$ cat config.mk
export PLATFORM = sky130hd
export DESIGN_NAME = ntd_ctrl
export DESIGN_NICKNAME = d
export VERILOG_FILES = /design/src/rtl/ntd_pkg.sv /design/src/rtl/ntd_ctrl.sv
export SDC_FILE = /design/constraint.sdc
export NUM_CORES = 1
export LEC_CHECK = 0
export BUFFER_PORTS_ARGS = -buffer_cell sky130_fd_sc_hd__buf_2
export CAP_MARGIN = 25
export CORE_AREA = 2 2 39 41
export DETAILED_ROUTE_END_ITERATION = 7
export DIE_AREA = 0 0 41 43
export PLACE_DENSITY = 0.7
export SLEW_MARGIN = 20
export SYNTH_ARGS = -nofsm -noshare
export SYNTH_HDL_FRONTEND = slang
export SYNTH_SLANG_ARGS = --single-unit
$ cat constraint.sdc
create_clock -name i_clk -period 3.55 [get_ports i_clk]
set_input_delay 0.355 -clock i_clk [delete_from_list [all_inputs] [get_ports i_clk]]
set_output_delay 0.355 -clock i_clk [all_outputs]
set_load 0.02 [all_outputs]
$ cat src/rtl/ntd_pkg.sv
package ntd_pkg;

    // fixed sizes of the stores
    localparam int NFA_N  = 16;
    localparam int SYM_N  = 8;
    localparam int DFA_N  = 64;
    localparam int NFA_W  = 4;
    localparam int SYM_W  = 3;
    localparam int DFA_W  = 6;
    localparam int CNT_W  = 7;
    localparam int MV_AW  = NFA_W + SYM_W;
    localparam int TBL_AW = DFA_W + SYM_W;

    // configuration register indexes
    localparam logic [1:0] CFG_NFA_COUNT = 2'd0;
    localparam logic [1:0] CFG_SYM_COUNT = 2'd1;
    localparam logic [1:0] CFG_START     = 2'd2;
    localparam int CFG_DW = 5;

    // result status codes
    localparam logic [1:0] ST_OK       = 2'd0;
    localparam logic [1:0] ST_REJECT   = 2'd1;
    localparam logic [1:0] ST_ACCEPT   = 2'd2;
    localparam logic [1:0] ST_OVERFLOW = 2'd3;

    typedef enum logic [2:0] {
        OP_LOAD_MOVE = 3'd0,
        OP_SET_FINAL = 3'd1,
        OP_LOAD_SYM  = 3'd2,
        OP_BUILD     = 3'd3,
        OP_BEGIN     = 3'd4,
        OP_STEP      = 3'd5,
        OP_END       = 3'd6,
        OP_READ      = 3'd7
    } t_op;

    typedef struct packed {
        t_op         opcode;
        logic [3:0]  nfa_state;
        logic [2:0]  symbol_index;
        logic [15:0] next_set;
        logic        final_mark;
        logic [7:0]  symbol_char;
        logic [5:0]  dfa_index;
    } t_req;

    typedef struct packed {
        logic [1:0]  status;
        logic [6:0]  dfa_count;
        logic [5:0]  next_dfa_state;
        logic        next_defined;
        logic [15:0] subset_bits;
        logic        is_accepting;
        logic [5:0]  current_dfa_state;
    } t_rsp;

    typedef enum logic [3:0] {
        S_IDLE,
        S_OP1,
        S_OP2,
        S_OP3,
        S_OP4,
        S_B_INIT,
        S_B_CUR,
        S_B_CURL,
        S_B_SYM,
        S_B_MRD,
        S_B_MACC,
        S_B_CHK,
        S_B_LRD,
        S_B_LCMP,
        S_B_NEXT,
        S_B_KILL
    } t_state;

    typedef struct packed {
        logic req_load;
        logic op_exec;
        logic step_upd;
        logic out_rd;
        logic out_load;
        logic b_init;
        logic cur_rd;
        logic cur_ld;
        logic sym_start;
        logic mv_rd;
        logic mv_acc;
        logic chk;
        logic lk_rd;
        logic lk_cmp;
        logic b_next;
        logic b_kill;
    } t_cmd;

    typedef struct packed {
        logic k_last;
        logic nx_zero;
        logic lk_hit;
        logic lk_last;
        logic sym_last;
        logic row_end;
        logic kill;
    } t_sts;

endpackage

$ cat src/rtl/ntd_ctrl.sv
module ntd_ctrl
    import ntd_pkg::*;
(
    input  logic i_clk,
    input  logic i_rst_n,
    input  logic start,
    input  t_op  i_opcode,
    input  t_sts i_sts,
    output t_cmd o_cmd,
    output logic busy
);

    t_state r_state;
    t_state n_state;

    // state register
    always_ff @(posedge i_clk) begin
        if (!i_rst_n) begin
            r_state <= S_IDLE;
        end else begin
            r_state <= n_state;
        end
    end

    // next state and commands
    always_comb begin
        n_state = r_state;
        o_cmd   = '0;
        busy    = 1'b1;
        case (r_state)
            S_IDLE: begin
                busy = 1'b0;
                if (start) begin
                    o_cmd.req_load = 1'b1;
                    n_state = (i_opcode == OP_BUILD) ? S_B_INIT : S_OP1;
                end
            end
            S_OP1: begin
                o_cmd.op_exec = 1'b1;
                n_state = S_OP2;
            end
            S_OP2: begin
                o_cmd.step_upd = 1'b1;
                n_state = S_OP3;
            end
            S_OP3: begin
                o_cmd.out_rd = 1'b1;
                n_state = S_OP4;
            end
            S_OP4: begin
                o_cmd.out_load = 1'b1;
                n_state = S_IDLE;
            end
            S_B_INIT: begin
                o_cmd.b_init = 1'b1;
                n_state = S_B_CUR;
            end
            S_B_CUR: begin
                o_cmd.cur_rd = 1'b1;
                n_state = S_B_CURL;
            end
            S_B_CURL: begin
                o_cmd.cur_ld = 1'b1;
                n_state = S_B_SYM;
            end
            S_B_SYM: begin
                o_cmd.sym_start = 1'b1;
                n_state = S_B_MRD;
            end
            S_B_MRD: begin
                o_cmd.mv_rd = 1'b1;
                n_state = S_B_MACC;
            end
            S_B_MACC: begin
                o_cmd.mv_acc = 1'b1;
                n_state = i_sts.k_last ? S_B_CHK : S_B_MRD;
            end
            S_B_CHK: begin
                o_cmd.chk = 1'b1;
                n_state = i_sts.nx_zero ? S_B_NEXT : S_B_LRD;
            end
            S_B_LRD: begin
                o_cmd.lk_rd = 1'b1;
                n_state = S_B_LCMP;
            end
            S_B_LCMP: begin
                o_cmd.lk_cmp = 1'b1;
                n_state = (i_sts.lk_hit || i_sts.lk_last) ? S_B_NEXT : S_B_LRD;
            end
            S_B_NEXT: begin
                o_cmd.b_next = 1'b1;
                if (i_sts.sym_last && i_sts.row_end) begin
                    n_state = S_OP4;
                end else if (i_sts.kill) begin
                    n_state = S_B_KILL;
                end else if (i_sts.sym_last) begin
                    n_state = S_B_CUR;
                end else begin
                    n_state = S_B_SYM;
                end
            end
            S_B_KILL: begin
                o_cmd.b_kill = 1'b1;
                n_state = S_B_NEXT;
            end
            default: begin
                n_state = S_IDLE;
            end
        endcase
    end

endmodule

* Yosys cells after proc, flatten, opt, wreduce, memory -nomap -nowiden
Index checks and enable logic that the tools add are counted.
Widths: inputs -> output; s select.
** Word-level totals
- Bits in registers :: 4
- Latch bits :: 0
- RAM bits :: 0
- Memory bits (read-only) :: 0
- Input port bits :: 13
- Output and inout port bits :: 17
- Logic and storage cells :: 48
- Memories kept :: 0
** Cells by class
- Add/sub/neg operators :: 0
- Multiply operators :: 0
- Div/mod/pow operators :: 0
- Order comparisons :: 0
- Equality and inequality tests :: 17
- Shifts and indexed selects :: 0
- Mux-type cells :: 27
- Bitwise gates (word level) :: 0
- Reduce and logical (&&, ||, !) cells :: 3
** Operators by type and width (number)
- $pmux 4 s16 :: 1
- $eq 4x4->1 const B :: 8
- $mux 1 :: 18
- $eq 4x3->1 const B :: 4
- $mux 4 :: 4
- $eq 4x2->1 const B :: 2
- $mux 2 :: 3
- $eq 4x1->1 const B :: 1
- $logic_not 4->1 :: 1
- $eq 3x2->1 const B :: 1
- $mux 3 :: 1
- $ne 2x2->1 const B :: 1
- $logic_and 1x1->1 :: 1
- $logic_or 1x1->1 :: 1

* Longest topological paths before layout
Gate-level depths: netlist of run 1.
- Depth after elaboration :: 4
- Gate-level depth with buffers :: 6
- Mapped depth without buffers :: 4

* Least setup slack after synthesis of run 1
OpenSTA, ideal clock, no wires.
- Path kind :: register to output
- From :: reg r_state[3]
- To :: out o_cmd[11] in the netlist's numbering
- Arrival time :: 1.234 ns
- Required time :: 3.195 ns
- Slack :: 1.961 ns
- Cell stages (with the launch flop) :: 5
- Buffers on the path :: 2
- Cells stage by stage :: dfxtp_1 buf_2 buf_2 nand2b_1 nor3_1
** RTL lines
- from (decl) :: RTL line ntd_ctrl.sv:13 : t_state r_state;
- from (signal assigned) :: RTL line ntd_ctrl.sv:21 : r_state <= n_state;
- to (decl) :: RTL line ntd_ctrl.sv:9 : output t_cmd o_cmd,

==> results.md, run 1 <==
* Max FFs per register at 4
* DRT iter0 DRCs at 8
* Yosys reg bits at 4
* Die ar. at 1760 µm²
* Synth Instances at 63
* Final Net Count at 105
* Minimum clock period at 1.87 ns
* HP Class: in2reg
* Synth area leaders: dfxtp_1, nor2_1, nor3_1, nand2b_1, a21oi_1
* Slew Limit Fails at 0
* RD Place Congestion at 0.703
* Share of layout cells above drive strength 1 at 40.0%
* Worst slew margin at 63.4%
* Yosys top cell by area: dfxtp_1
* WP data required at 3.19 ns
* Layout area overhead at 36.3%
* Synth cell types at 29
* Vias after detailed routing at 561
* Syn Area/Cell at 6.73 µm²
* Global-route wire length before repair at 1780 µm
* IO buf count at 29
* CP Data Arrival Time at 1.52 ns
* GRT overflow at 0
* Slowest cell on crit path: dfxtp_1
* Largest net degree at the start of global routing at 17
* Worst-margin pin slew at 0.548 ns
* Per-cell routed wire length at 11.5 µm
* Max H-tree Level at 1
* Die Y at 43 µm
* Cts hold-fix bufs at 0
* Chip width at 41 µm
* Clock slew at reported path FFs at 0.04 ns
* Achievable Freq at 535 MHz
* Core ar. at 1380 µm²
* Crit path capture type: primary output
* Syn_nets at 76
* Initial antenna violation count at 0
* DRC at 0
* Slowest cell delay on critical path at 0.65 ns
* All-layer global routing usage at 14.3%
* Worst path bufs/invs at 1
* Worst vdd ir at 0.000113 V
* Final hold vios at 0
* CTS resizes at 0
* Final HPWL DP at 920 µm
* Vias/cell at 5.29
* Clk_skew at 0.00305 ns
* Sequential cell area fraction in the yosys report at 18.9%
* Final worst-path cycle share at 52.7%
* CP Launch Type: flip-flop
* Deepest clock path buffer count at 2
* Yosys top cell area share at 18.9%
* Power after layout at 178 µW
* I/O pin count at 30
* # diodes at 0
* Regs by FF count: r_state x4
* First-pass DRT Iterations at 4
* Maxcap violations at 0
* Row count at 14
* CTS Buf Count at 3
* Pleak at 0.292 nW
* Final ANT Viol Nets at 0
* Unrepaired setup endpoints after global routing: no
* Root Buffer: clkbuf_4
* TritonCTS clock tree: built
* Outcome: finished, final reports clean
* Final setup viols at 0
* Crit path cell chain: nand2_1 > nor3_1 > buf_2
* Initial Utilization at 30.7%
* Mapped cell area at 424 µm²
* Crit path max fanout at 16
* Postcts setup bufs at 0
* Skew-Pair Late Insertion Delay at 0.23 ns
* Clk sinks at 4
* Cell Pwr Density at 309 nW/µm²
* WS Path Type: reg2out
* Crit path max-delay family: flip-flops
* Yosys warning count at 0
* Top reg by flops: r_state
* Final WL at 1220 µm
* Vias in the first global route at 436
* Setup tns final at 0 ns
-- worst paths after layout --
| check | start | end | slack, ns | depth (start not counted) |
|---|---|---|---|---|
| worst min register to register | r_state[0] | r_state[2] | 0.72 | 2 |
| worst max register to register | r_state[1] | r_state[1] | 2.05 | 4 |
| worst min-delay path | i_rst_n | r_state[3] | 0.40 | 2 |
| worst max-delay path | r_state[3] | o_cmd[3] | 1.68 | 3 |
-- per-layer routing --
layer	wire, µm	GRT usage, %
met1	545	17.9
met4	0	6.00
met5	0	0
met3	114	3.14
met2	562	22.5
-- cells in the final DEF (no fill, tap or decap), types with 2 or more instances in the layout --
master | netlist | routed
nor3_1 | 7 | 7
dfxtp_1 | 4 | 4
o21ai_0 | 2 | 2
a31oi_1 | 2 | 2
nand2_1 | 3 | 3
buf_2 | 3 | 29
nand2b_1 | 4 | 4
nor2_1 | 14 | 14
clkbuf_4 | 0 | 3
a21oi_1 | 4 | 4
-- worst register-to-register path, stage by stage (launching register included) --
cell and delay (ns):
dfxtp_1 0.66, nand2_2 0.19, nor2_2 0.11, a211oi_1 0.06, o311a_1 0.36
-- cell usage after synthesis --
master	instances
o21ai_0	2
o31ai_1	1
o21ba_1	1
o2111ai_1	1
o221ai_1	1
nor2_1	14
nand2_2	1
buf_6	1
a21oi_1	4
nand2b_1	4
buf_2	3
xnor2_1	1
or3_1	1
a32oi_1	1
nor4b_2	1
nand2b_2	1
nor2_2	1
buf_4	1
and3_1	1
a31oi_1	2
inv_1	1
nor3_1	7
a211oi_1	1
and4b_1	1
o311a_1	1
nor2b_1	1
nand3_1	1
nand2_1	3
dfxtp_1	4
-- cell families after synthesis --
family,synth area share [%]
AO/OA/AOI/OAI,24.5
XOR/XNOR,2.07
buffers and inverters,8.85
flip-flops,18.9
AND/OR/NAND/NOR,45.7
-- cell type report --
cell class / instances / area, µm²
clock buffer: 3 / 22.5
timing repair buffer: 29 / 145
fill: 155 / 806
sequential: 4 / 80.1
multi-input combinational: 53 / 307
tap: 16 / 20.0
inverter: 1 / 3.75
-- metrics by stage --
step	setup slack, ns	hold slack, ns	utilization (%)	cell area (µm²)	cells
6_report	1.68	0.401	41.8	578	106
5_1_grt	1.55	0.398	41.8	578	106
4_1_cts	1.68	0.400	41.8	578	106
3_5_place_dp	1.93	0.638	40.1	556	103
3_3_place_gp	1.97	0.632	40.1	556	103
2_1_floorplan	1.96	0.483	-	424	63
-- report_power, final --
group	switching [mW]	total, mW	internal, mW	leakage, nW
combinational	0.0350	0.0612	0.0262	0.246
clock	0.0173	0.0551	0.0377	0.0138
sequential	0.0133	0.0622	0.0488	0.0326
(Power assumes the default switching activity.)
==> run 2, diff against run 1 <==
==> constraint.sdc (replaced) <==
create_clock -name i_clk -period 1.8 [get_ports i_clk]
set_input_delay 0.18 -clock i_clk [delete_from_list [all_inputs] [get_ports i_clk]]
set_output_delay 0.18 -clock i_clk [all_outputs]
set_load 0.02 [all_outputs]
==> run 2 against run 1 <==
Clock power up 110%; core utilization up 0.63 points; critical path depth unchanged; via count down 3.7%; non-clock buffer count up 1; worst hold slack worse by 0.19 ns; sequential power up 95%; sequential share of layout area about the same; clock skew up 0.0017 ns; total power up 100%; count of clock-buffer cells in the layout unchanged.
==> results.md, run 2 (synthesis results as in run 1) <==
* Outcome: finished, final reports clean
* Root Buffer: clkbuf_4
* Deepest clock path buffer count at 2 (unchanged)
* Final worst-path cycle share at 93.0%
* Hold slack at 0.207 ns (-0.194 ns)
* WP data required at 1.62 ns (-1.57 ns)
* Row count at 14 (unchanged)
* Maxcap violations at 0 (unchanged)
* Global-route wire length before repair at 1820 µm (+2.3%)
* Slowest cell on crit path: dfxtp_1
* Vias after detailed routing at 540 (-3.7%)
* All-layer global routing usage at 15.4% (+1.0 points)
* CTS Buf Count at 3 (unchanged)
* Crit path cell chain: nand2b_2 > nor2_1 > buf_2
* GR Util met3 at 4.71% (+1.6 points)
* Final Net Count at 106 (+0.95%)
* Die ar. at 1760 µm² (unchanged)
* Worst vdd ir at 0.000271 V (+140%)
* First-pass DRT Iterations at 4 (unchanged)
* HP Class: in2reg
* Layout area overhead at 38.3%
* TritonCTS clock tree: built
* Achievable Freq at 597 MHz
* Met2 usage at 23.4% (+0.94 points)
* Largest net degree at the start of global routing at 17 (unchanged)
* Slew Limit Fails at 0 (unchanged)
* Minimum clock period at 1.67 ns
* GRT Max-Usage Layer: met2
* # diodes at 0 (unchanged)
* Most common cell after layout, fill and taps aside: buf_2
* Die Y at 43 µm (unchanged)
* Crit path max fanout at 16 (unchanged)
* Chip width at 41 µm (unchanged)
* Unrepaired setup endpoints after global routing: no
* Final WL at 1220 µm (-0.25%)
* Max FFs per register at 4 (unchanged)
* I/O pin count at 30 (unchanged)
* Final HPWL DP at 891 µm (-3.2%)
* DRT iter0 DRCs at 9 (+1)
* CP Data Arrival Time at 1.49 ns (-0.03 ns)
* Fillers at 155 (unchanged)
* Vias in the first global route at 450 (+3.2%)
* IO buf count at 29 (unchanged)
* Final ANT Viol Nets at 0 (unchanged)
* WS Path Type: reg2out
* Worst R2R Setup Slack at 0.34 ns (-1.71 ns)
* Top reg by flops: r_state
* Met1 Use GR at 17.4% (-0.59 points)
* Per-cell routed wire length at 11.4 µm (-1.2%)
* Crit path max-delay family: flip-flops
* Cts hold-fix bufs at 0 (unchanged)
* Slowest cell delay on critical path at 0.66 ns (about the same)
* Setup tns final at 0 ns (unchanged)
* Worst path bufs/invs at 1 (unchanged)
* Share of layout cells above drive strength 1 at 41.8% (+1.8 points)
* GRT overflow at 0 (unchanged)
* Core ar. at 1380 µm² (unchanged)
* Final hold vios at 0 (unchanged)
* Fin util at 42.4% (+0.63 points)
* Pleak at 0.298 nW (+2.0%)
* Vias/cell at 5.05 (-4.6%)
* Worst Reg-to-Reg Cells at 4 (unchanged)
* Crit path capture type: primary output
* Clk_skew at 0.00477 ns (+0.00172 ns)
* Most frequent cells in the layout: buf_2, nor2_1, nor3_1
* Max H-tree Level at 1 (unchanged)
* Skew-Pair Late Insertion Delay at 0.24 ns (about the same)
* Cell Pwr Density at 616 nW/µm² (+100%)
* Initial Utilization at 30.7% (unchanged)
* CP Launch Type: flip-flop
* Worst-margin pin slew at 0.544 ns (-0.00379 ns)
* Worst slew margin at 63.7% (+0.25 points)
* RD Place Congestion at 0.687 (-2.4%)
* Critical Path Stages at 3 (unchanged)
* Initial antenna violation count at 0 (unchanged)
* Clock slew at reported path FFs at 0.04 ns (about the same)
* Final setup viols at 0 (unchanged)
* Hold path cells at 2 (unchanged)
* Regs by FF count: r_state x4
* DRC at 0 (unchanged)
* Clk sinks at 4 (unchanged)
## run 2: area by class of cell
cell class	instances	area, µm²	area share [%]
inverters	1	3.75	0.640
multi-input cells	53	307	52.2
clock buffers	3	22.5	3.84
flip-flops and latches	4	81.3	13.9
repair buffers	30	153	26.0
well taps	16	20.0	3.41
## run 2: per-layer routing
| layer | vias to the layer above | wire, µm |
|---|---|---|
| met2 | 27 | 533 |
| met3 | 2 | 103 |
| met4 | 0 | 9 |
| li1 | 283 | - |
| met1 | 228 | 572 |
| met5 | - | 0 |
## run 2: power by group
part           internal [mW]  switching (mW)
clock network         0.0747          0.0391
registers             0.0963          0.0243
logic                 0.0540          0.0734
## run 2: worst register-to-register path, delay by kind of cell, from the launching register on
kind / cells / cell delay, ns
flip-flops: 1 / 0.66
AO/OA/AOI/OAI: 2 / 0.38
AND/OR/NAND/NOR: 2 / 0.30
## run 2: path summary, 6_finish.rpt
path                    from    endpoint
setup / recovery  r_state[1]    o_cmd[1]
setup reg to reg  r_state[1]  r_state[1]
hold / removal       i_rst_n  r_state[1]
hold reg to reg   r_state[3]  r_state[2]
## run 2: what timing repair did
item | 4_1_cts | 5_1_grt
endpoints found under the setup margin | 0 | 1
gates resized for setup | 0 | 1
buffers inserted | 0 | 0
## run 2: per-stage QoR
step / total power, mW / instance area [µm²] / instances / setup slack [ns]
floorplan: 0.208 / 424 / 63 / 0.386
global route: 0.391 / 587 / 107 / 0.0314
finish: 0.362 / 587 / 107 / 0.126
detailed placement: 0.248 / 563 / 104 / 0.331
CTS: 0.368 / 586 / 107 / 0.117
global placement: 0.248 / 563 / 104 / 0.352
==> run 3, diff against run 2 <==
--- a/config.mk
+++ b/config.mk
@@ -5,12 +5,12 @@
 export SDC_FILE = /design/constraint.sdc
 export NUM_CORES = 1
 export LEC_CHECK = 0
-export BUFFER_PORTS_ARGS = -buffer_cell sky130_fd_sc_hd__buf_2
 export CAP_MARGIN = 25
 export CORE_AREA = 2 2 39 41
 export DETAILED_ROUTE_END_ITERATION = 7
 export DIE_AREA = 0 0 41 43
-export PLACE_DENSITY = 0.7
+export DONT_BUFFER_PORTS = 1
+export PLACE_DENSITY = 0.51
 export SLEW_MARGIN = 20
 export SYNTH_ARGS = -nofsm -noshare
 export SYNTH_HDL_FRONTEND = slang
==> run 3 against run 2 <==
Critical endpoint is now o_cmd[14]; first-iteration DRC count is 44% lower; total power decreased by 6.4%; maximum frequency is 2.3% higher; clock power fell by 4%; cell area shrank 15%; sequential share of layout area is 2.1 points higher; register-to-register slack hardly changed; largest cell class unchanged; via count fell by 12%; critical path depth unchanged; worst hold slack got worse by 0.13 ns.
==> results.md, run 3 (synthesis results as in run 1) <==
* Top routing layer in use: met3
* Cell area after layout at 500 µm² (-15%)
* Clk_skew at 0.00417 ns (-0.000603 ns)
* Initial Utilization at 30.7% (unchanged)
* Unrepaired setup endpoints after global routing: no
* Per-cell routed wire length at 13.0 µm (+14%)
* Vias/cell at 5.50 (+9.0%)
* Top reg by flops: r_state
* Final WL at 1120 µm (-8.2%)
* Max FFs per register at 4 (unchanged)
* Root Buffer: clkbuf_4
* WP data required at 1.62 ns (about the same)
* Die ar. at 1760 µm² (unchanged)
* Hold path cells at 1 (-1)
* Worst path bufs/invs at 1 (unchanged)
* Global-route wire length before repair at 1760 µm (-3.4%)
* Skew-Pair Late Insertion Delay at 0.23 ns (about the same)
* Final ANT Viol Nets at 0 (unchanged)
* Power after layout at 339 µW (-6.4%)
* Minimum clock period at 1.64 ns (-0.0374 ns)
* Final worst-path cycle share at 90.9% (-2.1 points)
* Initial antenna violation count at 0 (unchanged)
* HP Start: i_rst_n
* All-layer global routing usage at 14.3% (-1.1 points)
* Deepest clock path buffer count at 2 (unchanged)
* Die Y at 43 µm (unchanged)
* Met3 wire length at 124 µm (+20%)
* Final HPWL DP at 837 µm (-6.1%)
* Cts hold-fix bufs at 0 (unchanged)
* I/O pin count at 30 (unchanged)
* First-pass DRT Iterations at 4 (unchanged)
* Regs by FF count: r_state x4
* Slowest cell on crit path: dfxtp_1
* CTS Buf Count at 3 (unchanged)
* Final WS setup at 0.163 ns (+0.0374 ns)
* Reg2Reg Capture Point: r_state[1]
* CP Data Arrival Time at 1.46 ns (-0.03 ns)
* Row count at 14 (unchanged)
* Post-Route M1 WL at 551 µm (-3.7%)
* Chip width at 41 µm (unchanged)
* Pre-CTS setup slack at 0.376 ns (+0.0444 ns)
* RD Place Congestion at 0.713 (+3.9%)
* Final setup viols at 0 (unchanged)
* Slew Limit Fails at 0 (unchanged)
* Crit path max-delay family: flip-flops
* Slowest cell delay on critical path at 0.66 ns (about the same)
* Worst R2R Setup Slack at 0.35 ns (about the same)
* Crit path cell chain: nand2b_1 > nor3_1 > buf_4
* CTS resizes at 0 (unchanged)
* Worst vdd ir at 0.000450 V (+66%)
* Setup tns final at 0 ns (unchanged)
* DRC at 0 (unchanged)
* Core ar. at 1380 µm² (unchanged)
* DRT iter0 DRCs at 5 (-4)
* Most common cell after layout, fill and taps aside: nor2_1
* CP Launch Type: flip-flop
* Crit path capture type: primary output
* Vias after detailed routing at 473 (-12%)
* Worst Hold End: r_state[3]
* GRT overflow at 0 (unchanged)
* DP Area at 478 µm² (-15%)
* Worst r2r src: r_state[1]
* Share of layout cells above drive strength 1 at 22.9% (-19 points)
* Outcome: finished, final reports clean
* Most frequent cells in the layout: nor2_1, buf_4, nor3_1
* # diodes at 0 (unchanged)
* IO buf count at 0 (-100%)
* Achievable Freq at 611 MHz (+2.3%)
* TritonCTS clock tree: built
* Worst Reg-to-Reg Cells at 4 (unchanged)
* Metal2 WL at 443 µm (-17%)
* Layout area overhead at 18.0%
* Pleak at 0.202 nW (-32%)
* Worst slew margin at 63.6% (about the same)
* Max H-tree Level at 1 (unchanged)
* Worst-margin pin slew at 0.545 ns (+0.000290 ns)
* WS Path Type: reg2out
* Largest net degree at the start of global routing at 17 (unchanged)
* Crit path max fanout at 16 (unchanged)
* Clock slew at reported path FFs at 0.04 ns (about the same)
* Postcts setup bufs at 0 (unchanged)
* HP Class: in2reg
* Maxcap violations at 0 (unchanged)
* Final Net Count at 85 (-20%)
* Cell Pwr Density at 677 nW/µm² (+9.8%)
* Final hold vios at 0 (unchanged)
* Vias in the first global route at 377 (-16%)
* Clk sinks at 4 (unchanged)
[run 3: changes by cell type in the layout (fill, tap and decap cells not counted), sizes merged]
cell  before  now
buf       30    9
[run 3: area by class of cell]
class,count,area [µm²]
Clock buffer,3,22.5
Sequential cell,4,80.1
Tap cell,16,20.0
Fill cell,152,883
Timing Repair Buffer,9,67.6
Inverter,1,3.75
Multi-Input combinational cell,53,307
[run 3: stage by stage]
stage          std cells  hold slack, ns  util [%]
2_1_floorplan         63           0.308         -
6_report              86          0.0735      36.2
3_3_place_gp          83           0.314      34.5
5_1_grt               86          0.0569      36.2
3_5_place_dp          83           0.315      34.5
4_1_cts               86          0.0620      36.2
[run 3: power by group]
part,internal (mW),switching (mW)
logic,0.0426,0.0665
registers,0.0963,0.0230
clock network,0.0745,0.0359
[run 3: worst max path at each step]
| stage | from | cells past startpoint | to |
|---|---|---|---|
| floorplan | r_state[3] | 4 | o_cmd[11] |
| global route | r_state[1] | 3 | o_cmd[13] |
| detailed placement | r_state[1] | 4 | r_state[1] |
| global placement | r_state[1] | 4 | r_state[1] |
| CTS | r_state[1] | 2 | o_cmd[9] |
| finish | r_state[1] | 3 | o_cmd[14] |
[run 3: worst register-to-register path: cells and delay by family (launching register included)]
kind | cells | cell delay (ns)
AOI/OAI and AO/OA | 2 | 0.38
and+or+nand+nor | 2 | 0.29
DFF | 1 | 0.66
[run 3: routing by layer]
layer,global-route usage [%],vias up
met2,16.3,21
met3,7.33,0
li1,-,247
met1,23.6,205
met4,2.00,0
met5,0,-
